--- src/design/assert_macros.svh ---
// Assertion helpers shared by the RTL. They expect clk and rst_n in scope.
`ifndef ASSERT_MACROS_SVH
`define ASSERT_MACROS_SVH

// Same-cycle implication
`define LFU_ASSERT_IMP(lbl, ante, cons) \
  lbl: assert property (@(posedge clk) disable iff (!rst_n) (ante) |-> (cons)) \
    else $error("assertion failed: same-cycle implication");

// Next-cycle implication
`define LFU_ASSERT_NXT(lbl, ante, cons) \
  lbl: assert property (@(posedge clk) disable iff (!rst_n) (ante) |=> (cons)) \
    else $error("assertion failed: next-cycle implication");

// Plain invariant
`define LFU_ASSERT_ALW(lbl, cond) \
  lbl: assert property (@(posedge clk) disable iff (!rst_n) (cond)) \
    else $error("assertion failed: invariant");

`endif

--- src/design/lfu_pkg.sv ---
package lfu_pkg;

  localparam int WORD_W  = 32;
  localparam int CNT_W   = 32;
  localparam int STAMP_W = 48;
  localparam int CFG_W   = 5;

  typedef logic signed [WORD_W-1:0] word_t;
  typedef logic [CNT_W-1:0]         cnt_t;
  typedef logic [STAMP_W-1:0]       stamp_t;
  typedef logic [CFG_W-1:0]         cfg_t;

  localparam cnt_t CNT_MAX = '1;
  localparam cnt_t CNT_ONE = cnt_t'(1);
  localparam cfg_t CAP_RESET = cfg_t'(16);

  // action codes
  localparam logic ACT_GET = 1'b0;
  localparam logic ACT_SET = 1'b1;

  // one table slot as held in the entry memory
  typedef struct packed {
    word_t  key;
    word_t  data;
    cnt_t   count;
    stamp_t stamp;
  } entry_t;

  // sequencer states
  typedef enum logic [1:0] {
    ST_IDLE,
    ST_SCAN,
    ST_DRAIN,
    ST_COMMIT
  } state_t;

  // sequencer to datapath controls
  typedef struct packed {
    logic in_ready;
    logic start;
    logic rd_en;
    logic commit;
  } ctrl_t;

  // compare unit result
  typedef struct packed {
    logic key_eq;
    logic less;
  } cmp_res_t;

endpackage

--- src/design/lfu_if.sv ---
// Request channel
interface lfu_in_if import lfu_pkg::*; ();
  logic  valid;
  logic  ready;
  logic  action;
  word_t key;
  word_t write_value;
  modport source (output valid, action, key, write_value, input ready);
  modport sink (input valid, action, key, write_value, output ready);
endinterface

// Result channel
interface lfu_out_if import lfu_pkg::*; ();
  logic  valid;
  logic  ready;
  logic  hit;
  word_t read_value;
  logic  evicted;
  word_t evicted_key;
  modport source (output valid, hit, read_value, evicted, evicted_key, input ready);
  modport sink (input valid, hit, read_value, evicted, evicted_key, output ready);
endinterface

// Capacity register write channel
interface lfu_cfg_if import lfu_pkg::*; ();
  logic valid;
  logic ready;
  cfg_t data;
  modport source (output valid, data, input ready);
  modport sink (input valid, data, output ready);
endinterface

--- src/design/lfu_cmp_unit.sv ---
// Shared slot comparator: key match and victim ordering for one slot per cycle
module lfu_cmp_unit import lfu_pkg::*; (
  input  word_t    probe_key,
  input  entry_t   ent,
  input  logic     best_found,
  input  cnt_t     best_cnt,
  input  stamp_t   best_stamp,
  output cmp_res_t res
);

  // lower count wins, then older stamp; equal keeps the earlier slot
  always_comb begin
    res.key_eq = (ent.key == probe_key);
    res.less   = !best_found || (ent.count < best_cnt) ||
                 ((ent.count == best_cnt) && (ent.stamp < best_stamp));
  end

endmodule

--- src/design/lfu_ctrl.sv ---
// Sequencer: accept, scan every slot, drain the read pipe, commit
module lfu_ctrl import lfu_pkg::*; #(
  parameter int ENTRIES = 16,
  parameter int IDX_W   = 4
) (
  input  logic             clk,
  input  logic             rst_n,
  input  logic             in_valid,
  input  logic             out_free,
  output ctrl_t            ctl,
  output logic [IDX_W-1:0] rd_addr
);

  localparam logic [IDX_W-1:0] LAST_IDX = IDX_W'(ENTRIES - 1);

  state_t           st_r, st_nxt;
  logic [IDX_W-1:0] idx_r, idx_nxt;

  // state and scan index
  always_ff @(posedge clk) begin
    if (!rst_n) begin
      st_r  <= ST_IDLE;
      idx_r <= '0;
    end else begin
      st_r  <= st_nxt;
      idx_r <= idx_nxt;
    end
  end

  // next state
  always_comb begin
    st_nxt  = st_r;
    idx_nxt = idx_r;
    unique case (st_r)
      ST_IDLE: begin
        idx_nxt = '0;
        if (in_valid) st_nxt = ST_SCAN;
      end
      ST_SCAN: begin
        if (idx_r == LAST_IDX) begin
          st_nxt = ST_DRAIN;
        end else begin
          idx_nxt = idx_r + 1'b1;
        end
      end
      ST_DRAIN: st_nxt = ST_COMMIT;
      ST_COMMIT: begin
        if (out_free) st_nxt = ST_IDLE;
      end
      default: st_nxt = ST_IDLE;
    endcase
  end

  // outputs
  always_comb begin
    ctl     = '0;
    rd_addr = idx_r;
    unique case (st_r)
      ST_IDLE: begin
        ctl.in_ready = 1'b1;
        ctl.start    = in_valid;
      end
      ST_SCAN:   ctl.rd_en  = 1'b1;
      ST_DRAIN:  ctl        = '0;
      ST_COMMIT: ctl.commit = out_free;
      default:   ctl        = '0;
    endcase
  end

endmodule

--- src/design/lfu_cache_table.sv ---
// Fully associative key/value table with least-frequently-used replacement,
// oldest entry first among equal use counts. One request (get or set) is in
// work at a time: after acceptance every slot is read through the single
// read port of the entry memory and run through one shared comparator,
// one slot per cycle, followed by a drain state for the read pipe and a
// commit state that writes back. The next request can be accepted in the
// cycle after the write-back.
// The result sits in an output register; a write-back waits only while a
// previous result has not yet been taken. Valid bits are flip-flops cleared
// by reset, so no clearing pass is needed. The capacity register is taken
// as 1..ENTRIES (0 acts as 1) and should be written only while idle.
`include "assert_macros.svh"

module lfu_cache_table import lfu_pkg::*; #(
  parameter int ENTRIES = 16
) (
  input  logic  clk,
  input  logic  rst_n,
  lfu_in_if.sink     in_ch,
  lfu_out_if.source  out_ch,
  lfu_cfg_if.sink    cfg_ch
);

  localparam int IDX_W  = (ENTRIES > 1) ? $clog2(ENTRIES) : 1;
  localparam int FILL_W = $clog2(ENTRIES + 1);
  localparam int CAP_W  = (FILL_W > CFG_W) ? FILL_W : CFG_W;
  localparam logic [CAP_W-1:0] CAP_MAX = CAP_W'(ENTRIES);
  localparam logic [CAP_W-1:0] CAP_MIN = CAP_W'(1);

  ctrl_t            ctl;
  logic [IDX_W-1:0] rd_addr;
  logic             out_free;

  // capacity register
  cfg_t cap_r;
  assign cfg_ch.ready = 1'b1;
  always_ff @(posedge clk) begin
    if (!rst_n) begin
      cap_r <= CAP_RESET;
    end else if (cfg_ch.valid) begin
      cap_r <= cfg_ch.data;
    end
  end

  // sequencer
  lfu_ctrl #(.ENTRIES(ENTRIES), .IDX_W(IDX_W)) u_ctrl (
    .clk      (clk),
    .rst_n    (rst_n),
    .in_valid (in_ch.valid),
    .out_free (out_free),
    .ctl      (ctl),
    .rd_addr  (rd_addr)
  );
  assign in_ch.ready = ctl.in_ready;

  // request latch
  logic  act_r;
  word_t key_r, wval_r;
  always_ff @(posedge clk) begin
    if (ctl.start) begin
      act_r  <= in_ch.action;
      key_r  <= in_ch.key;
      wval_r <= in_ch.write_value;
    end
  end

  // entry memory, one read and one write port, registered read
  entry_t           mem [ENTRIES];
  entry_t           rd_data_r;
  logic             mem_we;
  logic [IDX_W-1:0] wr_idx;
  entry_t           wr_entry;
  always_ff @(posedge clk) begin
    if (mem_we) mem[wr_idx] <= wr_entry;
    if (ctl.rd_en) rd_data_r <= mem[rd_addr];
  end

  // read pipe tracking
  logic             rd_pend_r;
  logic [IDX_W-1:0] cmp_idx_r;
  always_ff @(posedge clk) begin
    if (!rst_n) begin
      rd_pend_r <= 1'b0;
    end else begin
      rd_pend_r <= ctl.rd_en;
    end
    cmp_idx_r <= rd_addr;
  end

  // valid bits and fill count
  logic [ENTRIES-1:0] valid_r;
  logic [FILL_W-1:0]  fill_r;
  stamp_t             stamp_r;
  logic               set_valid, fill_inc;

  // tracked scan results
  logic             hit_r, free_found_r, vic_found_r;
  logic [IDX_W-1:0] hit_idx_r, free_idx_r, vic_idx_r;
  word_t            hit_data_r, vic_key_r;
  cnt_t             hit_cnt_r, vic_cnt_r;
  stamp_t           vic_stamp_r;

  // shared comparator
  cmp_res_t cres;
  logic     cur_valid;
  lfu_cmp_unit u_cmp (
    .probe_key  (key_r),
    .ent        (rd_data_r),
    .best_found (vic_found_r),
    .best_cnt   (vic_cnt_r),
    .best_stamp (vic_stamp_r),
    .res        (cres)
  );
  assign cur_valid = valid_r[cmp_idx_r];

  // fold one slot per cycle into the trackers
  always_ff @(posedge clk) begin
    if (!rst_n || ctl.start) begin
      hit_r        <= 1'b0;
      free_found_r <= 1'b0;
      vic_found_r  <= 1'b0;
    end else if (rd_pend_r) begin
      if (cur_valid && cres.key_eq && !hit_r) begin
        hit_r      <= 1'b1;
        hit_idx_r  <= cmp_idx_r;
        hit_data_r <= rd_data_r.data;
        hit_cnt_r  <= rd_data_r.count;
      end
      if (!cur_valid && !free_found_r) begin
        free_found_r <= 1'b1;
        free_idx_r   <= cmp_idx_r;
      end
      if (cur_valid && cres.less) begin
        vic_found_r <= 1'b1;
        vic_idx_r   <= cmp_idx_r;
        vic_key_r   <= rd_data_r.key;
        vic_cnt_r   <= rd_data_r.count;
        vic_stamp_r <= rd_data_r.stamp;
      end
    end
  end

  // effective capacity and room check
  logic [CAP_W-1:0] cap_ext, cap_eff;
  logic             has_room;
  always_comb begin
    cap_ext = CAP_W'(cap_r);
    if (cap_ext == '0) begin
      cap_eff = CAP_MIN;
    end else if (cap_ext > CAP_MAX) begin
      cap_eff = CAP_MAX;
    end else begin
      cap_eff = cap_ext;
    end
    has_room = (CAP_W'(fill_r) < cap_eff);
  end

  // write-back decision and result fields
  logic  res_hit, res_evicted, do_write;
  word_t res_rv, res_ek;
  always_comb begin
    do_write       = 1'b0;
    set_valid      = 1'b0;
    fill_inc       = 1'b0;
    wr_idx         = vic_idx_r;
    wr_entry.key   = key_r;
    wr_entry.data  = wval_r;
    wr_entry.count = CNT_ONE;
    wr_entry.stamp = stamp_r;
    res_hit        = 1'b0;
    res_rv         = '1;
    res_evicted    = 1'b0;
    res_ek         = '0;
    priority if (hit_r) begin
      do_write       = 1'b1;
      res_hit        = 1'b1;
      wr_idx         = hit_idx_r;
      wr_entry.count = (hit_cnt_r == CNT_MAX) ? CNT_MAX : hit_cnt_r + CNT_ONE;
      if (act_r == ACT_GET) begin
        wr_entry.data = hit_data_r;
        res_rv        = hit_data_r;
      end
    end else if (act_r == ACT_SET) begin
      do_write = 1'b1;
      if (has_room) begin
        wr_idx    = free_idx_r;
        set_valid = 1'b1;
        fill_inc  = 1'b1;
      end else begin
        res_evicted = 1'b1;
        res_ek      = vic_key_r;
      end
    end else begin
      do_write = 1'b0;
    end
  end
  assign mem_we = ctl.commit && do_write;

  // table state updates
  always_ff @(posedge clk) begin
    if (!rst_n) begin
      valid_r <= '0;
      fill_r  <= '0;
      stamp_r <= '0;
    end else if (ctl.commit) begin
      if (set_valid) valid_r[wr_idx] <= 1'b1;
      if (fill_inc) fill_r <= fill_r + 1'b1;
      if (do_write) stamp_r <= stamp_r + 1'b1;
    end
  end

  // output register
  logic  out_valid_r, out_hit_r, out_ev_r;
  word_t out_rv_r, out_ek_r;
  assign out_free = !out_valid_r || out_ch.ready;
  always_ff @(posedge clk) begin
    if (!rst_n) begin
      out_valid_r <= 1'b0;
    end else if (ctl.commit) begin
      out_valid_r <= 1'b1;
    end else if (out_ch.ready) begin
      out_valid_r <= 1'b0;
    end
    if (ctl.commit) begin
      out_hit_r <= res_hit;
      out_rv_r  <= res_rv;
      out_ev_r  <= res_evicted;
      out_ek_r  <= res_ek;
    end
  end
  assign out_ch.valid       = out_valid_r;
  assign out_ch.hit         = out_hit_r;
  assign out_ch.read_value  = out_rv_r;
  assign out_ch.evicted     = out_ev_r;
  assign out_ch.evicted_key = out_ek_r;

  // set miss being written back
  logic commit_set_miss;
  assign commit_set_miss = ctl.commit && (act_r == ACT_SET) && !hit_r;

  // checks
  `LFU_ASSERT_ALW(a_fill_bound, fill_r <= FILL_W'(ENTRIES))
  `LFU_ASSERT_IMP(a_commit_slot_free, ctl.commit, !out_valid_r || out_ch.ready)
  `LFU_ASSERT_IMP(a_victim_known, commit_set_miss && !has_room, vic_found_r)
  `LFU_ASSERT_IMP(a_room_has_slot, commit_set_miss && has_room, free_found_r)
  `LFU_ASSERT_NXT(a_commit_shows, ctl.commit, out_valid_r)

endmodule

--- src/flat_wrapper.sv ---
// flat-port wrapper written by rule: the top's interface ports become plain ports
module lfu_cache_table_flat import lfu_pkg::*;
#(
  parameter int ENTRIES = 16
)
  (clk, rst_n, in_ch_valid, in_ch_action, in_ch_key, in_ch_write_value, in_ch_ready, out_ch_valid, out_ch_hit, out_ch_read_value, out_ch_evicted, out_ch_evicted_key, out_ch_ready, cfg_ch_valid, cfg_ch_data, cfg_ch_ready);
  lfu_in_if in_ch_i ();
  lfu_out_if out_ch_i ();
  lfu_cfg_if cfg_ch_i ();
  input  logic clk;
  input  logic rst_n;
  input wire logic [$bits(in_ch_i.valid)-1:0] in_ch_valid;
  input wire logic [$bits(in_ch_i.action)-1:0] in_ch_action;
  input wire logic [$bits(in_ch_i.key)-1:0] in_ch_key;
  input wire logic [$bits(in_ch_i.write_value)-1:0] in_ch_write_value;
  output wire logic [$bits(in_ch_i.ready)-1:0] in_ch_ready;
  output wire logic [$bits(out_ch_i.valid)-1:0] out_ch_valid;
  output wire logic [$bits(out_ch_i.hit)-1:0] out_ch_hit;
  output wire logic [$bits(out_ch_i.read_value)-1:0] out_ch_read_value;
  output wire logic [$bits(out_ch_i.evicted)-1:0] out_ch_evicted;
  output wire logic [$bits(out_ch_i.evicted_key)-1:0] out_ch_evicted_key;
  input wire logic [$bits(out_ch_i.ready)-1:0] out_ch_ready;
  input wire logic [$bits(cfg_ch_i.valid)-1:0] cfg_ch_valid;
  input wire logic [$bits(cfg_ch_i.data)-1:0] cfg_ch_data;
  output wire logic [$bits(cfg_ch_i.ready)-1:0] cfg_ch_ready;
  assign in_ch_i.valid = in_ch_valid;
  assign in_ch_i.action = in_ch_action;
  assign in_ch_i.key = in_ch_key;
  assign in_ch_i.write_value = in_ch_write_value;
  assign in_ch_ready = in_ch_i.ready;
  assign out_ch_valid = out_ch_i.valid;
  assign out_ch_hit = out_ch_i.hit;
  assign out_ch_read_value = out_ch_i.read_value;
  assign out_ch_evicted = out_ch_i.evicted;
  assign out_ch_evicted_key = out_ch_i.evicted_key;
  assign out_ch_i.ready = out_ch_ready;
  assign cfg_ch_i.valid = cfg_ch_valid;
  assign cfg_ch_i.data = cfg_ch_data;
  assign cfg_ch_ready = cfg_ch_i.ready;
  lfu_cache_table #(.ENTRIES(ENTRIES)) u_core (.clk(clk), .rst_n(rst_n), .in_ch(in_ch_i), .out_ch(out_ch_i), .cfg_ch(cfg_ch_i));
endmodule
--- config.mk ---
export PLATFORM = sky130hd
export DESIGN_NAME = lfu_cache_table_flat
export DESIGN_NICKNAME = d
export VERILOG_FILES = /design/src/design/lfu_pkg.sv /design/src/design/lfu_if.sv /design/src/design/lfu_cmp_unit.sv /design/src/design/lfu_ctrl.sv /design/src/design/lfu_cache_table.sv /design/src/flat_wrapper.sv
export VERILOG_INCLUDE_DIRS = /design/src /design/src/design
export SDC_FILE = /design/constraint.sdc
export NUM_CORES = 2
export LEC_CHECK = 0
export BUFFER_PORTS_ARGS = -buffer_cell sky130_fd_sc_hd__buf_2
export CORE_ASPECT_RATIO = 1.1
export CORE_UTILIZATION = 35
export DETAILED_ROUTE_END_ITERATION = 10
export PLACE_DENSITY = 0.55
export SYNTH_ARGS = -nofsm -noshare
export SYNTH_HDL_FRONTEND = slang
export SYNTH_HIERARCHICAL = 1
export SYNTH_SLANG_ARGS = --single-unit
--- constraint.sdc ---
create_clock -name clk -period 28.5 [get_ports clk]
set_clock_uncertainty 0.1 [all_clocks]
set_input_delay 1.425 -clock clk [delete_from_list [all_inputs] [get_ports clk]]
set_output_delay 1.425 -clock clk [all_outputs]
set_load 0.01 [all_outputs]
# ---- Yosys cells after proc, flatten, opt, wreduce, memory -nomap -nowiden
# Memories as Yosys holds them, arrays and structs flattened. A register that Yosys moved wholly into a read port is not among the register bits.
# Cells that the tools add are included.
dict set report word_totals {
  ff_bits 408
  ram_bits 2304
  inputBits 75
  output_inout_bits 69
  word_cells 120
  memories 1
}
# memory words width rd rd_clocked_by_memory_dff write_ports line_no
set mem_list {}
lappend mem_list {u_core.mem 16 144 1 1 1 lfu_cache_table.sv:68} ;# entry_t mem [ENTRIES];
dict set report classes {
  add_sub_neg 4
  n_lt_le_gt_ge 7
  n_eq_ne 11
  mux 32
  bitwise_logic 4
  n_reduce_logical 34
}
# operator count
set op_table {}
lappend op_table {{$eq A32 B32 Y1} 2}
lappend op_table {{$mux W32} 2}
lappend op_table {{$mux W64} 1}
lappend op_table {{$add A48 B1 Y48 const B} 1}
lappend op_table {{$lt A48 B48 Y1} 1}
lappend op_table {{$add A32 B1 Y32 const B} 1}
lappend op_table {{$eq A32 B32 Y1 const B} 1}
lappend op_table {{$lt A32 B32 Y1} 1}
lappend op_table {{$mux W4} 4}
lappend op_table {{$or A16 B16 Y16} 1}
lappend op_table {{$mux W1} 15}
lappend op_table {{$reduce_and A2 Y1} 6}
lappend op_table {{$reduce_and A3 Y1} 4}
lappend op_table {{$lt A4 B5 Y1 const B} 2}
lappend op_table {{$mux W5} 2}
lappend op_table {{$mux W2} 4}
lappend op_table {{$ne A2 B2 Y1 const B} 4}
lappend op_table {{$pmux W2 S4} 1}
lappend op_table {{$pmux W4 S2} 1}
lappend op_table {{$logic_and A1 B1 Y1} 7}
lappend op_table {{$logic_not A1 Y1} 6}
lappend op_table {{$add A5 B1 Y5 const B} 1}
lappend op_table {{$gt A5 B5 Y1 const B} 1}
lappend op_table {{$logic_not A5 Y1} 1}
lappend op_table {{other kinds (14)} 22}

# ---- Depth between registers and ports, before layout
dict set report logic_depth {
  word_depth 12
  mapped_depth 10
  mapped_depth_nobuf 10
}

# ---- Hierarchy
# Netlist, hierarchy kept.
# mod instances cells_per_inst area_per_inst_um2 seq_area_each_um2
set by_module_without_submodules {}
lappend by_module_without_submodules {lfu_cache_table 1 4382 105592.5 84751.3}
lappend by_module_without_submodules {lfu_cmp_unit 1 320 2368.5 0.0}
lappend by_module_without_submodules {lfu_ctrl 1 42 375.4 120.1}

# ---- Worst setup path before layout
# No wires, ideal clock.
dict set report synth_path {
  path_kind {in2reg}
  startpoint {input port out_ch_ready}
  endpoint {memory u_core/mem[13][0] (netlist bit) (enable)}
  setup_time_ns 0.650
  t_arrival_ns 10.331
  required_time_ns 27.750
  slack_ns 17.419
  stages 5
  n_path_buf 0
  path_cell_list {nand2b_1 and2_1 o21ai_0 or3_1 nor2_1}
}
# element line_no
set synth_lines {}
lappend synth_lines {{from (decl)} flat_wrapper.sv:22} ;# input wire logic [$bits(out_ch_i.ready)-1:0] out_ch_ready;
lappend synth_lines {{to (decl)} lfu_cache_table.sv:68}

# ---- Final worst setup path
dict set report layout_path {
  startpoint {register u_core.act_r}
  endpoint {memory u_core/mem[5][50] (netlist bit) (enable)}
}
dict set report layout_between {
  elab_chain_cells 5
  word_cells_on_any_way 7
  classes_between {mux (6); reduce/logical (1)}
}
# element line_no
set layout_lines {}
lappend layout_lines {{from (decl)} lfu_cache_table.sv:57} ;# logic act_r;
lappend layout_lines {{from (signal assigned)} lfu_cache_table.sv:61} ;# act_r <= in_ch.action;
lappend layout_lines {{$mux W1} lfu_cache_table.sv:183} ;# end else if (act_r == ACT_SET) begin
lappend layout_lines {{$mux W1} lfu_cache_table.sv:174} ;# priority if (hit_r) begin
lappend layout_lines {{$logic_and A1 B1 Y1} lfu_cache_table.sv:197} ;# assign mem_we = ctl.commit && do_write;
lappend layout_lines {{$mux W1} lfu_cache_table.sv:74} ;# if (mem_we) mem[wr_idx] <= wr_entry;
lappend layout_lines {{$mux W1 (not written as such)} lfu_cache_table.sv:74}
# Several ways; a longest one is shown, not always the timed one.

==> impl_metrics.env <==
export IMPL_status="complete, but fails checks"
export IMPL_violations="DRC"
export IMPL_drt_wl_total_um=257000
export IMPL_synth_largest_area_cell="edfxtp_1"
export IMPL_dp_hpwl_um=131000
export IMPL_synth_edf_count=2767
export IMPL_final_antenna_net_count=0
export IMPL_r2r_end="u_core/mem[5][50]"
export IMPL_avgSynthCellArea_um2=22.8
export IMPL_cts_tree="built"
export IMPL_grt_remaining_overflow=0
export IMPL_crit_chain="buf_4 -> inv_1 -> a2111oi_0 -> a31o_2 -> o22ai_1 -> nand2b_1 -> nor2_4 -> buf_4 -> buf_4 -> buf_4"
export IMPL_fmax_ghz=0.173
export IMPL_cts_buffer_depth=4
export IMPL_synth_top_area_share_pct=76.7
export IMPL_arrival_ps=6140
export IMPL_pwr_share_comb_pct=9.2
export IMPL_grt_pass1_vias=51400
export IMPL_netSwitchingPower_mw=2.24
export IMPL_synth_cell_types=64
export IMPL_syn_inst=4744
export IMPL_slowest_delay_ps=920
export IMPL_drc=6
export IMPL_fin_tns_setup_ps=0
export IMPL_grt_usage_pct=16.4
export IMPL_final_common_cell="edfxtp_1"
export IMPL_layout_common_cells="edfxtp_1 (2,767), mux4_2 (712), clkbuf_16 (306)"
export IMPL_core_um2=307000
export IMPL_rsz0062_at_grt="no"
export IMPL_cts_resized=0
export IMPL_cts_root_buf="clkbuf_16"
export IMPL_fin_nets=5237
export IMPL_power_density_nw_per_um2=77.5
export IMPL_fp_dieW_um=532
export IMPL_fin_crit_sh_pct=20.3
export IMPL_max_cap_viol_count=0
export IMPL_start_kind="flop"
export IMPL_vias_per_cell=5.23
export IMPL_yosysSeqAreaShare_pct=78.3
export IMPL_die_h_um=586
export IMPL_hold_depth=0
export IMPL_io_pins=144
export IMPL_worstReg2RegStart="u_core/act_r"
export IMPL_p_sw_share_pct=23.3
export IMPL_slew_headroom_pct=9.51
export IMPL_required_ps=28860
export IMPL_wl_per_cell_um=27.4
export IMPL_cts_sinks=2856
export IMPL_worstHoldStart="u_core/rd_data_r[94]"
export IMPL_yosys_register_bits=2856
export IMPL_yosys_warnings=6
export IMPL_maxSlewViolCount=0
export IMPL_power_mw=9.60
export IMPL_gp_congestion=0.752
export IMPL_initial_core_util_pct=35.3
export IMPL_p_leak_nw=39.2
export IMPL_crit_path_top_delay_cell="buf_4"
export IMPL_tightest_slew_ps=1360
export IMPL_ctsHtreeMaxLevel=5
export IMPL_postCtsSetupRepairBufs=0
export IMPL_crit_top_cell="buf_4"
export IMPL_hold_viol=0
export IMPL_dp_cells=8855
export IMPL_final_min_clock_period_ps=5790
export IMPL_worstSetupPathType="reg -> reg"
export IMPL_numCtsBuffers=299
export IMPL_holdWs_ps=316
export IMPL_synth_area_um2=108000
export IMPL_clkLatencyLatePin_ps=870
export IMPL_antenna_found_initial=19
export IMPL_port_buffers=142
export IMPL_hold_class="reg -> reg"
export IMPL_synth_async_reset_ratio_pct=0
export IMPL_std_cell_rows=213
export IMPL_syn_to_final_growth_pct=14.3
export IMPL_synth_ff_type="edfxtp_1"
export IMPL_drt_pass1_iter_count=8
export IMPL_power_internal_mw=7.36
export IMPL_ir_drop_v=0.0000779
export IMPL_ctsHoldBuffers=0
export IMPL_vias=49100
export IMPL_dieArea_um2=312000
export IMPL_crit_path_end_kind="flop"
export IMPL_pwr_share_clk_pct=39.2
export IMPL_regToRegSetupSlack_ps=22710
export IMPL_r2r_cells=10
export IMPL_fin_util_pct=40.3
export IMPL_seqPwrFrac_pct=51.6
export IMPL_hold_end="u_core/hit_data_r[14]"
export IMPL_grt_first_pass_wirelength_um=371000
export IMPL_path_max_fanout=54
export IMPL_grt_max_degree=108
export IMPL_drive_gt1_share_pct=26.9
export IMPL_first_iter_violations=4757
export IMPL_path_clk_slew_ps=60
export IMPL_setup_viol_count_final=0
export IMPL_synth_area_leaders="edfxtp_1 (77%), mux4_2 (15%), dfxtp_1 (1.6%), ha_1 (1.1%), xor2_1 (0.46%)"
export IMPL_syn_nets=4910
export IMPL_finalNonFillerCells=9389
-- state kept, by name, summed over array words and instances, names as in the netlist, 5 cells and up --
name,flops
u_core/cap_ext,5
u_core/fill_r,5
u_core/hit_cnt_r,32
u_core/hit_data_r,32
u_core/key_r,32
u_core/mem,2304
u_core/out_ch.evicted_key,32
u_core/out_ch.read_value,32
u_core/rd_data_r,144
u_core/stamp_r,48
u_core/valid_r,16
u_core/vic_cnt_r,32
u_core/vic_key_r,32
u_core/vic_stamp_r,48
u_core/wval_r,32
-- kinds of logic (layout without fill, tap and decap cells) --
group / after synthesis / after routing / synth area share, %
other cells: 1 / 4 / 0.00346
compound gates: 188 / 188 / 1.14
flops: 2856 / 2856 / 78.3
xor+xnor: 99 / 99 / 0.800
simple gates: 435 / 435 / 2.25
mux: 766 / 766 / 15.3
buf+inv: 308 / 865 / 1.08
fa+ha+maj: 91 / 91 / 1.05
-- Yosys cell counts, drive strengths merged (41+ instances only) --
cell and number:
a21oi 72, xor2 57, nand3 41, edfxtp 2767, nand2 79, clkbuf 125
ha 91, buf 76, inv 107, dfxtp 89, or3 47, nor2 42
and2 79, mux4 712, xnor2 42
-- power by group through the flow --
stage | clock network (mW) | logic (mW) | registers, mW
after floorplan | 0 | 0.647 | 4.97
after global routing | 3.99 | 0.964 | 4.97
final | 3.76 | 0.887 | 4.95
after global placement | 0 | 0.910 | 5.04
after detailed placement | 0 | 0.917 | 5.04
after CTS | 3.84 | 0.920 | 4.96
-- worst max-delay path by stage --
| stage | cells after the start | slack (ps) | endpoint | startpoint |
|---|---|---|---|---|
| detailed placement | 10 | 21870 | u_core/mem[5][93] | out_ch_ready |
| CTS | 10 | 22530 | u_core/mem[5][50] | u_core/act_r |
| finish | 10 | 22710 | u_core/mem[5][50] | u_core/act_r |
| global route | 10 | 22410 | u_core/mem[5][50] | u_core/act_r |
| global placement | 10 | 21890 | u_core/mem[5][94] | out_ch_ready |
| floorplan | 5 | 17420 | u_core/mem[13][0] | out_ch_ready |
-- metal layers --
metal	global-route usage, %	share of wire [%]
met1	22.6	43
met2	27.4	49
met3	2.48	5.6
met4	4.20	2.2
met5	0	0
-- cell type report --
class | instances | area, um2
Fill cell | 26900 | 183000
Sequential cell | 2856 | 84900
Multi-Input combinational cell | 1580 | 22500
Clock buffer | 374 | 7930
Tap cell | 4085 | 5110
Timing Repair Buffer | 227 | 1540
Clock inverter | 157 | 1440
Inverter | 107 | 403
Antenna cell | 3 | 7.51
-- worst max-delay path: cells and delay by family (launching register included) --
family                 cells  cell delay (ps)
flip-flops                 1              320
buffers and inverters      5             3270
AO/OA/AOI/OAI              3              990
AND/OR/NAND/NOR            2              600
-- metrics by stage --
stage	setup slack [ps]	area (um2)
2_1_floorplan	17420	108000
3_3_place_gp	21890	114000
3_5_place_dp	21870	114000
4_1_cts	22530	124000
5_1_grt	22410	124000
6_report	22710	124000
No activity file was read; power rests on OpenSTA's default activity.
